`src/mcpwc_pkg.sv`:
```
// Shared types and constants for the multi-channel pulse width capture block.
// No dependencies; used by multi_channel_pulse_width_capture_top.
`default_nettype none

package mcpwc_pkg;

  // Channel slots and how many of them are sampled
  localparam int NumSlots  = 16;
  localparam int Channels  = 16;
  localparam int SlotIdxW  = $clog2(NumSlots);

  // Field widths
  localparam int TimeW     = 32;
  localparam int PinsW     = NumSlots;
  localparam int ByteW     = 8;
  localparam int TimeoutW  = 16;
  localparam int InDataW   = 48;   // now_us + pin_levels, whole bytes

  // Configuration port
  localparam int CfgIdxW   = 8;
  localparam int CfgDataW  = 16;

  localparam logic [CfgIdxW-1:0] CfgTimeout = 8'd0;
  localparam logic [CfgIdxW-1:0] CfgOffset  = 8'd1;

  localparam logic [TimeoutW-1:0] TimeoutRst = 16'd500;
  localparam logic [ByteW-1:0]    OffsetRst  = 8'd16;

  // Request kinds carried in tuser
  typedef enum logic {
    ReqSample  = 1'b0,
    ReqReadout = 1'b1
  } req_e;

endpackage

`default_nettype wire

```
`src/multi_channel_pulse_width_capture_top.sv`:
```
// Top level of the multi-channel pulse width capture block: input register,
// per-channel pulse tracking, readout sequencer and output register.
// Depends on mcpwc_pkg.
//
//  channel   | direction | word contents
//  ----------+-----------+---------------------------------------------------
//  s_axis    | in        | tuser: req_type; tdata: now_us, pin_levels
//  m_axis    | out       | tdata: tx_byte
//  cfg       | in        | index 0 timeout_us, index 1 readout_offset
//
// One word enters per cycle. A word is held in the input register, then all
// 16 channels update in parallel (a 32-bit subtract and compare per channel)
// and a readout byte lands in the output register, which drives tvalid.
// Reset clears the active flags, widths, readout pointer, valid bits and
// configuration registers to their defaults; start times and payloads are not
// reset. A stalled output holds a readout word in the input register and
// blocks the words behind it; sample words pass every cycle otherwise.
`default_nettype none

module multi_channel_pulse_width_capture_top (
  input  wire logic                                 clk_i,
  input  wire logic                                 rst_ni,
  // stream in
  input  wire logic                                 s_axis_tvalid,
  output      logic                                 s_axis_tready,
  input  wire logic [mcpwc_pkg::InDataW-1:0]        s_axis_tdata,  // [31:0] now_us,
                                                                   // [47:32] pin_levels
  input  wire logic                                 s_axis_tuser,  // [0] req_type
  // stream out
  output      logic                                 m_axis_tvalid,
  input  wire logic                                 m_axis_tready,
  output      logic [mcpwc_pkg::ByteW-1:0]          m_axis_tdata,  // [7:0] tx_byte
  // configuration writes
  input  wire logic                                 cfg_valid_i,
  output      logic                                 cfg_ready_o,
  input  wire logic [mcpwc_pkg::CfgIdxW-1:0]        cfg_index_i,
  input  wire logic [mcpwc_pkg::CfgDataW-1:0]       cfg_data_i
);

  localparam int NumSlots = mcpwc_pkg::NumSlots;
  localparam int TimeW    = mcpwc_pkg::TimeW;
  localparam int ByteW    = mcpwc_pkg::ByteW;

  // Configuration registers
  logic [mcpwc_pkg::TimeoutW-1:0] timeout_q;
  logic [ByteW-1:0]               offset_q;

  // Input register
  logic                           in_vld_q;
  mcpwc_pkg::req_e                in_req_q;
  logic [TimeW-1:0]               in_now_q;
  logic [mcpwc_pkg::PinsW-1:0]    in_pins_q;

  // Channel state; only the low byte of a width is ever read out
  logic [NumSlots-1:0]            active_q, active_d;
  logic [TimeW-1:0]               start_q [NumSlots];
  logic [TimeW-1:0]               start_d [NumSlots];
  logic [ByteW-1:0]               width_q [NumSlots];
  logic [ByteW-1:0]               width_d [NumSlots];
  logic [TimeW-1:0]               elapsed [NumSlots];

  // Readout sequencer
  logic [mcpwc_pkg::SlotIdxW-1:0] rd_idx_q, rd_idx_d;
  logic                           phase_q, phase_d;

  // Output register
  logic                           out_vld_q, out_vld_d;
  logic [ByteW-1:0]               out_byte_q, out_byte_d;

  logic out_free;
  logic in_fire;
  logic in_load;
  logic do_sample;
  logic do_readout;

  // Handshakes: the input register drains unless a readout waits on the output
  assign out_free      = !out_vld_q || m_axis_tready;
  assign do_sample     = in_vld_q && (in_req_q == mcpwc_pkg::ReqSample);
  assign do_readout    = in_vld_q && (in_req_q == mcpwc_pkg::ReqReadout) && out_free;
  assign in_fire       = do_sample || do_readout;
  assign s_axis_tready = !in_vld_q || in_fire;
  assign in_load       = s_axis_tvalid && s_axis_tready;

  assign m_axis_tvalid = out_vld_q;
  assign m_axis_tdata  = out_byte_q;
  assign cfg_ready_o   = 1'b1;

  // Configuration writes; unknown indexes are dropped
  always_ff @(posedge clk_i or negedge rst_ni) begin
    if (!rst_ni) begin
      timeout_q <= mcpwc_pkg::TimeoutRst;
      offset_q  <= mcpwc_pkg::OffsetRst;
    end else if (cfg_valid_i) begin
      if (cfg_index_i == mcpwc_pkg::CfgTimeout) begin
        timeout_q <= cfg_data_i;
      end else if (cfg_index_i == mcpwc_pkg::CfgOffset) begin
        offset_q <= cfg_data_i[ByteW-1:0];
      end
    end
  end

  // Input register: valid bit under reset, payload loaded on accept
  always_ff @(posedge clk_i or negedge rst_ni) begin
    if (!rst_ni) begin
      in_vld_q <= 1'b0;
    end else if (s_axis_tready) begin
      in_vld_q <= s_axis_tvalid;
    end
  end

  always_ff @(posedge clk_i) begin
    if (in_load) begin
      in_req_q  <= mcpwc_pkg::req_e'(s_axis_tuser);
      in_now_q  <= s_axis_tdata[TimeW-1:0];
      in_pins_q <= s_axis_tdata[TimeW+mcpwc_pkg::PinsW-1:TimeW];
    end
  end

  // Update every sampled channel in parallel
  always_comb begin
    for (int i = 0; i < NumSlots; i++) begin
      elapsed[i]  = in_now_q - start_q[i];
      active_d[i] = active_q[i];
      start_d[i]  = start_q[i];
      width_d[i]  = width_q[i];
      if (do_sample && (i < mcpwc_pkg::Channels)) begin
        if (!active_q[i]) begin
          // rising level: record start time
          if (in_pins_q[i]) begin
            active_d[i] = 1'b1;
            start_d[i]  = in_now_q;
          end
        end else begin
          // falling level: store elapsed time
          if (!in_pins_q[i]) begin
            active_d[i] = 1'b0;
            width_d[i]  = elapsed[i][ByteW-1:0];
          end
          // overlong pulse reads as zero
          if (elapsed[i] > {{(TimeW-mcpwc_pkg::TimeoutW){1'b0}}, timeout_q}) begin
            width_d[i] = '0;
          end
        end
      end
    end
  end

  // Readout: index byte, then offset width byte, then advance the index
  always_comb begin
    rd_idx_d   = rd_idx_q;
    phase_d    = phase_q;
    out_byte_d = out_byte_q;
    out_vld_d  = out_vld_q && !m_axis_tready;
    if (do_readout) begin
      out_vld_d = 1'b1;
      if (!phase_q) begin
        out_byte_d = {{(ByteW-mcpwc_pkg::SlotIdxW){1'b0}}, rd_idx_q};
        phase_d    = 1'b1;
      end else begin
        out_byte_d = width_q[rd_idx_q] + offset_q;
        rd_idx_d   = rd_idx_q + 1'b1;
        phase_d    = 1'b0;
      end
    end
  end

  // Control state and widths under reset
  always_ff @(posedge clk_i or negedge rst_ni) begin
    if (!rst_ni) begin
      active_q  <= '0;
      rd_idx_q  <= '0;
      phase_q   <= 1'b0;
      out_vld_q <= 1'b0;
      for (int i = 0; i < NumSlots; i++) begin
        width_q[i] <= '0;
      end
    end else begin
      active_q  <= active_d;
      rd_idx_q  <= rd_idx_d;
      phase_q   <= phase_d;
      out_vld_q <= out_vld_d;
      for (int i = 0; i < NumSlots; i++) begin
        width_q[i] <= width_d[i];
      end
    end
  end

  // Start times are only read while a channel is active
  always_ff @(posedge clk_i) begin
    out_byte_q <= out_byte_d;
    for (int i = 0; i < NumSlots; i++) begin
      start_q[i] <= start_d[i];
    end
  end

endmodule

`default_nettype wire
```
`config.mk`:
```
export PLATFORM = sky130hd
export DESIGN_NAME = multi_channel_pulse_width_capture_top
export DESIGN_NICKNAME = d
export VERILOG_FILES = /design/src/mcpwc_pkg.sv /design/src/multi_channel_pulse_width_capture_top.sv
export SDC_FILE = /design/constraint.sdc
export NUM_CORES = 2
export LEC_CHECK = 0
export BUFFER_PORTS_ARGS = -buffer_cell sky130_fd_sc_hd__buf_2
export CAP_MARGIN = 5
export CORE_ASPECT_RATIO = 0.7
export CORE_UTILIZATION = 30
export CTS_CLUSTER_DIAMETER = 200
export CTS_CLUSTER_SIZE = 40
export DETAILED_ROUTE_END_ITERATION = 6
export GPL_TIMING_DRIVEN = 0
export PLACE_DENSITY = 0.52
export SLEW_MARGIN = 25
export SYNTH_ARGS = -nofsm -noshare
export SYNTH_HDL_FRONTEND = slang
export SYNTH_SLANG_ARGS = --single-unit
```
`constraint.sdc`:
```
create_clock -name clk_i -period 7.8 [get_ports clk_i]
set_input_delay 1.17 -clock clk_i [delete_from_list [all_inputs] [get_ports clk_i]]
set_output_delay 1.17 -clock clk_i [all_outputs]
set_load 0.1 [all_outputs]
```
; ---- Word level (Yosys, flattened, before mapping)
; Memories as Yosys holds them, arrays and structs flattened.
; Cells that the tools add are included.
[word_totals]
reg_bits = 232
latchBits = 0
ramBits = 512
romBits = 0
inputBits = 78
out_inout_bits = 11
word_cells = 217
memories = 1
[mem_list]
columns = memory, depth, word_bits, read_ports, rd_clocked_by_memory_dff, wr, line_no
row1 = start_q, 16, 32, 16, 0, 16, multi_channel_pulse_width_capture_top.sv:56  ; logic [TimeW-1:0] start_q [NumSlots];
[classes]
addsub = 18
multipliers = 0
n_div = 0
order_cmp = 17
n_eq_ne = 17
shift = 0
muxes = 102
bitwise = 3
reduce_logical = 31
[op_table]
columns = op, n
row1 = $mux W32, 48
row2 = $gt A32 B16 Y1, 16
row3 = $sub A32 B32 Y32, 16
row4 = $mux W8, 34
row5 = $reduce_and A3 Y1, 17
row6 = $bmux W8 S4, 1
row7 = $ne A2 B1 Y1 const B, 16
row8 = $mux W1, 18
row9 = $add A8 B8 Y8, 1
row10 = $eq A8 B1 Y1 const B, 1
row11 = $logic_not A8 Y1, 1
row12 = $ge A5 B5 Y1 const B, 1
row13 = $logic_and A1 B1 Y1, 5
row14 = $not A4 Y5, 1
row15 = $add A4 B1 Y4 const B, 1
row16 = $mux W4, 1
row17 = $reduce_and A2 Y1, 2
row18 = $logic_not A1 Y1, 3
row19 = $logic_or A1 B1 Y1, 3
row20 = $not A1 Y1, 2

; ---- Depth between registers and ports, before layout
[depth]
ltp_word = 6
depth_mapped = 24

; ---- Worst setup path after synthesis
; No wires, ideal clock.
[synth_timing]
path_kind = reg-to-reg
from = register in_now_q[1]
to = register width_q[24] (netlist name)
t_arrival_ns = 5.482
required_ns = 7.719
setup_slack_ns = 2.237
path_stages_with_launch = 20
path_buffers = 1
period_less_slack_ns = 5.563
cell_sequence = edfxtp_1 ha_1 nor2b_1 o31ai_2 or2b_1 a21oi_1 xor2_1 inv_1 ha_1 a41oi_1 o21ai_0 a21o_1 a2111o_1 a2111oi_0 o2111ai_1 nor4_1 nand4_1 or4_1 buf_4 o22ai_2
[synth_between]
elab_chain_cells = 4
[synth_lines]
columns = element, line_no
row1 = "start, declared", multi_channel_pulse_width_capture_top.sv:51  ; logic [TimeW-1:0] in_now_q;
row2 = "start signal, assigned", multi_channel_pulse_width_capture_top.sv:114  ; in_now_q <= s_axis_tdata[TimeW-1:0];
row3 = $sub A32 B32 Y32 *, multi_channel_pulse_width_capture_top.sv:122  ; elapsed[i] = in_now_q - start_q[i];
row4 = $gt A32 B16 Y1 *, multi_channel_pulse_width_capture_top.sv:140  ; if (elapsed[i] > {{(TimeW-mcpwc_pkg::TimeoutW){1'b0}}, timeout_q}) begin
row5 = $ne A2 B1 Y1 (no source line), -
row6 = $reduce_and A3 Y1 (no source line), -
row7 = "end signal, assigned by index", multi_channel_pulse_width_capture_top.sv:183  ; width_q[i] <= width_d[i];
row8 = "end, declared", multi_channel_pulse_width_capture_top.sv:58  ; logic [ByteW-1:0] width_q [NumSlots];
; Mark *: on every way between the ends. The rest lies on a longest branch, timed or not.
; A chain may end at the register's enable or synchronous reset.

; ---- Worst setup path in the final report
[layout_timing]
from = register in_now_q[0]
to = register width_q[126] (netlist name)
[layout_between]
elab_chain_cells = 4
[layout_lines]
columns = element, line_no
row1 = $sub A32 B32 Y32 *, multi_channel_pulse_width_capture_top.sv:122
row2 = $gt A32 B16 Y1, multi_channel_pulse_width_capture_top.sv:140
row3 = $ne A2 B1 Y1 (no source line), -
row4 = $reduce_and A3 Y1 (no source line), -
; Mark *: on every way between the ends. The rest lies on a longest branch, timed or not. The select of a mux whose other input is x is not followed.

==> metrics.txt <==
status finished, final reports clean; P&R area growth vs syn 11.5%; DP HPWL ~180 mm; Setup crit end kind flip-flop; Root Buffer Master clkbuf_16; Yosys warning count 0; Setup TNS Final 0 ns; port bufs between 80 and 90; max frequency ~140 MHz; power density over the cells ~150 mW/mm^2; Clock transition at path regs around 0.18 ns; Worst-Margin Slew approximately 1.1 ns; Max Slew Vio Count 0; Non-Filler Instances between 10,000 and 15,000; CTS buffer count 22; first-pass GRT wire length 333 mm; WS Path Type reg2reg; initial DRC count roughly 6,000; die width 555 um; initial antenna violation count 18; clock skew slightly above 0.04 ns; cells after synthesis approximately 7,200; commonest cells in the netlist 798 x inv_1, 760 x ha_1, 658 x a21oi_1, 631 x nand2_1, 569 x edfxtp_1; Cell Chain, Critical Path buf_8 -> inv_2 -> ha_1 -> inv_1 -> fa_1 -> a21oi_1 -> nor3_1 -> o211ai_1 -> nand2_1 -> xor2_1 -> ha_1 -> nand4_1 -> nor4_1 -> or3_1 -> a21oi_1 -> nor4_1 -> and3_1 -> o2111ai_1 -> nor4_2 -> a31oi_1 -> o22ai_1; Placer Congestion between 0.9 and 1; CP max-delay cell nor4_1; Hold Path Class in2async; delay of the slowest critical-path stage between 0.8 and 0.9 ns; die footprint ~0.22 mm^2; Top Ports between 80 and 90; DRC 0; Power, Total between 10,000 and 15,000 uW; CTS HTree Levels 1; Worst R2R Path Depth 21; drt pass-1 iters 6; Max clock buf depth 3; P_leak ~0.031 uW; Reg-to-Reg Start in_now_q[0]$_DFFE_PP_; vias per cell approximately 5.6; Core Box Area roughly 0.21 mm^2; Worst-Skew Late Latency about 0.70 ns; Synth Area in Simple Gates roughly 15%; Post-Synth XOR/XNOR Area approximately 4.4%; largest area contributor in the netlist edfxtp_1; GRT Util Overall about a fifth; Yosys cell types between 100 and 150; Final Setup Violations 0; share of the synthesized area in the top cell type between 20% and 30%; largest net degree at the start of global routing 88; VDD IR max approximately 0.13 mV; fill count ~22,000; clock sinks 744; Routed WL 224 mm; compound-gate portion of the synthesized area between 20% and 30%; ys async rst share between 20% and 30%; post-layout min period 7.31 ns; top_reg_cell synth edfxtp_1; number of flops mapped to enable cells by yosys 569; top post-synthesis cells by area edfxtp_1 27%, ha_1 15%, dfrtp_1 6.5%; row count 141; count leader, synth inv_1; post-synthesis sequential area ratio about 33%; Vias 57,500; crit path max fanout 16; RR Endpoint width_q[126]$_DFFE_PN0P_; RSZ-0062 raised after global routing no; max-cap violations 0; WL per Instance about 22 um; CTS tree done; Starting Density a little under a third; gr ovfl total 0; largest family of logic cells by synthesized area compound AO/OA/AOI/OAI gates; setup bufs post-CTS 0; via count of the first global-routing pass 52,400; Post-Synthesis Cell Area roughly 0.064 mm^2; Hold WS between 0.2 and 0.25 ns; Final #Nets 8,302; Post-Synth Adder-Cell Area between 10% and 20%; CTS Hold Bufs 0; critical path arrival 7.90 ns; Post-DRT Antenna Nets 0; synthesized flop and latch total 744; syn_nets approximately 8,000; R2R Setup Slk about 0.49 ns; die height just under 400 um; fraction of layout cells with a size suffix above 1 7.49%; syn avg cell area approximately 9 um^2; max-slew headroom at the worst pin 29.4%; fin crit share 93.7%; CP top delay family simple AND/OR/NAND/NOR gates; mux share of post-synthesis cell area approximately 2.6%; WP data required roughly 8.4 ns; nature of the critical path startpoint flip-flop; WP buf/inv 3; Final Hold Fails 0; Post-Place Cells around 10,000
[state kept, by name, summed over array words and instances (netlist names)]
signal	count
phase_q	1
in_vld_q	1
active_q	16
rd_idx_q	4
m_axis_tvalid	1
in_now_q	32
m_axis_tdata	8
width_q	128
in_req_q	1
offset_q	8
timeout_q	16
start_q	512
in_pins_q	16
[report_power, final]
part           internal (uW)  total [uW]  switching (uW)
Clock                    570        1870            1300
Combinational           1440        3970            2530
Sequential              4440        4550             101
[metrics by stage]
stage	setup WS [ns]	util, %	instance area, um^2
floorplan	2.24	-	64200
global placement	-0.755	32.2	68200
detailed placement	0.519	33.5	70900
CTS	0.421	33.8	71600
global route	0.263	33.8	71600
finish	0.492	33.8	71600
[placed cells by master (no fill, tap or decap), types with 44 or more instances in the layout]
master	n
buf_2	119
nand2_1	631
xor2_1	143
nand2b_1	49
o21ai_0	372
o22ai_1	66
buf_8	90
a21o_1	228
dfrtp_1	167
or3_1	47
buf_4	55
inv_1	782
o21a_1	97
nor2b_1	68
nand4_1	193
a21oi_1	658
nor3_1	131
a211oi_1	96
and3_1	68
a31oi_1	57
nand3_1	162
and2_1	60
o21bai_1	55
ha_1	760
edfxtp_1	569
nor2_1	352
mux2i_1	44
xnor2_1	181
o211ai_1	88
clkbuf_1	171
[timing repair]
action,CTS,global route
hold endpoints to repair,0,0
resized for setup,0,1
endpoints found under the setup margin,0,1
[routing by layer]
layer,share of wire (%),up-vias,GRT usage (%)
met5,0.010,-,0
met2,38,2146,26.9
met4,1.8,4,3.34
li1,-,27200,-
met3,8.1,151,2.58
met1,53,28000,33.1
[area by class of cell]
class | count | area [um^2] | area share [%]
Multi-Input combinational cell | 5409 | 39000 | 54.5
Sequential cell | 744 | 21500 | 30.0
Tap cell | 2860 | 3580 | 5.00
Timing Repair Buffer | 265 | 3030 | 4.23
Inverter | 798 | 3000 | 4.18
Buffer | 207 | 848 | 1.18
Clock buffer | 38 | 632 | 0.882
Clock inverter | 2 | 20.0 | 0.0280
Antenna cell | 3 | 7.51 | 0.0105
[how the worst max path moves through the flow]
stage,cells past startpoint,endpoint,startpoint
4_1_cts,21,width_q[52]$_DFFE_PN0P_,in_now_q[0]$_DFFE_PP_
2_1_floorplan,19,width_q[24]$_DFFE_PN0P_,in_now_q[1]$_DFFE_PP_
5_1_grt,21,width_q[126]$_DFFE_PN0P_,in_now_q[0]$_DFFE_PP_
6_report,21,width_q[126]$_DFFE_PN0P_,in_now_q[0]$_DFFE_PP_
3_3_place_gp,17,width_q[125]$_DFFE_PN0P_,in_now_q[1]$_DFFE_PP_
3_5_place_dp,21,width_q[52]$_DFFE_PN0P_,in_now_q[0]$_DFFE_PP_
[kinds of logic (layout without fill, tap and decap cells)]
family	Yosys count	in the layout
flops	744	744
buf+inv	1005	1310
other cells	1	4
fa+ha+maj	777	777
xor+xnor	326	326
simple gates	1975	1975
mux	113	113
compound gates	2217	2217
[worst register-to-register path: stages (launching register included)]
cell and delay [ns]:
edfxtp_1 0.67, buf_8 0.27, inv_2 0.56, ha_1 0.30, inv_1 0.06, fa_1 0.40
a21oi_1 0.22, nor3_1 0.15, o211ai_1 0.39, nand2_1 0.17, xor2_1 0.18, ha_1 0.31
nand4_1 0.21, nor4_1 0.86, or3_1 0.22, a21oi_1 0.10, nor4_1 0.33, and3_1 0.22
o2111ai_1 0.18, nor4_2 0.71, a31oi_1 0.44, o22ai_1 0.29
No activity file was read; power rests on OpenSTA's default activity.
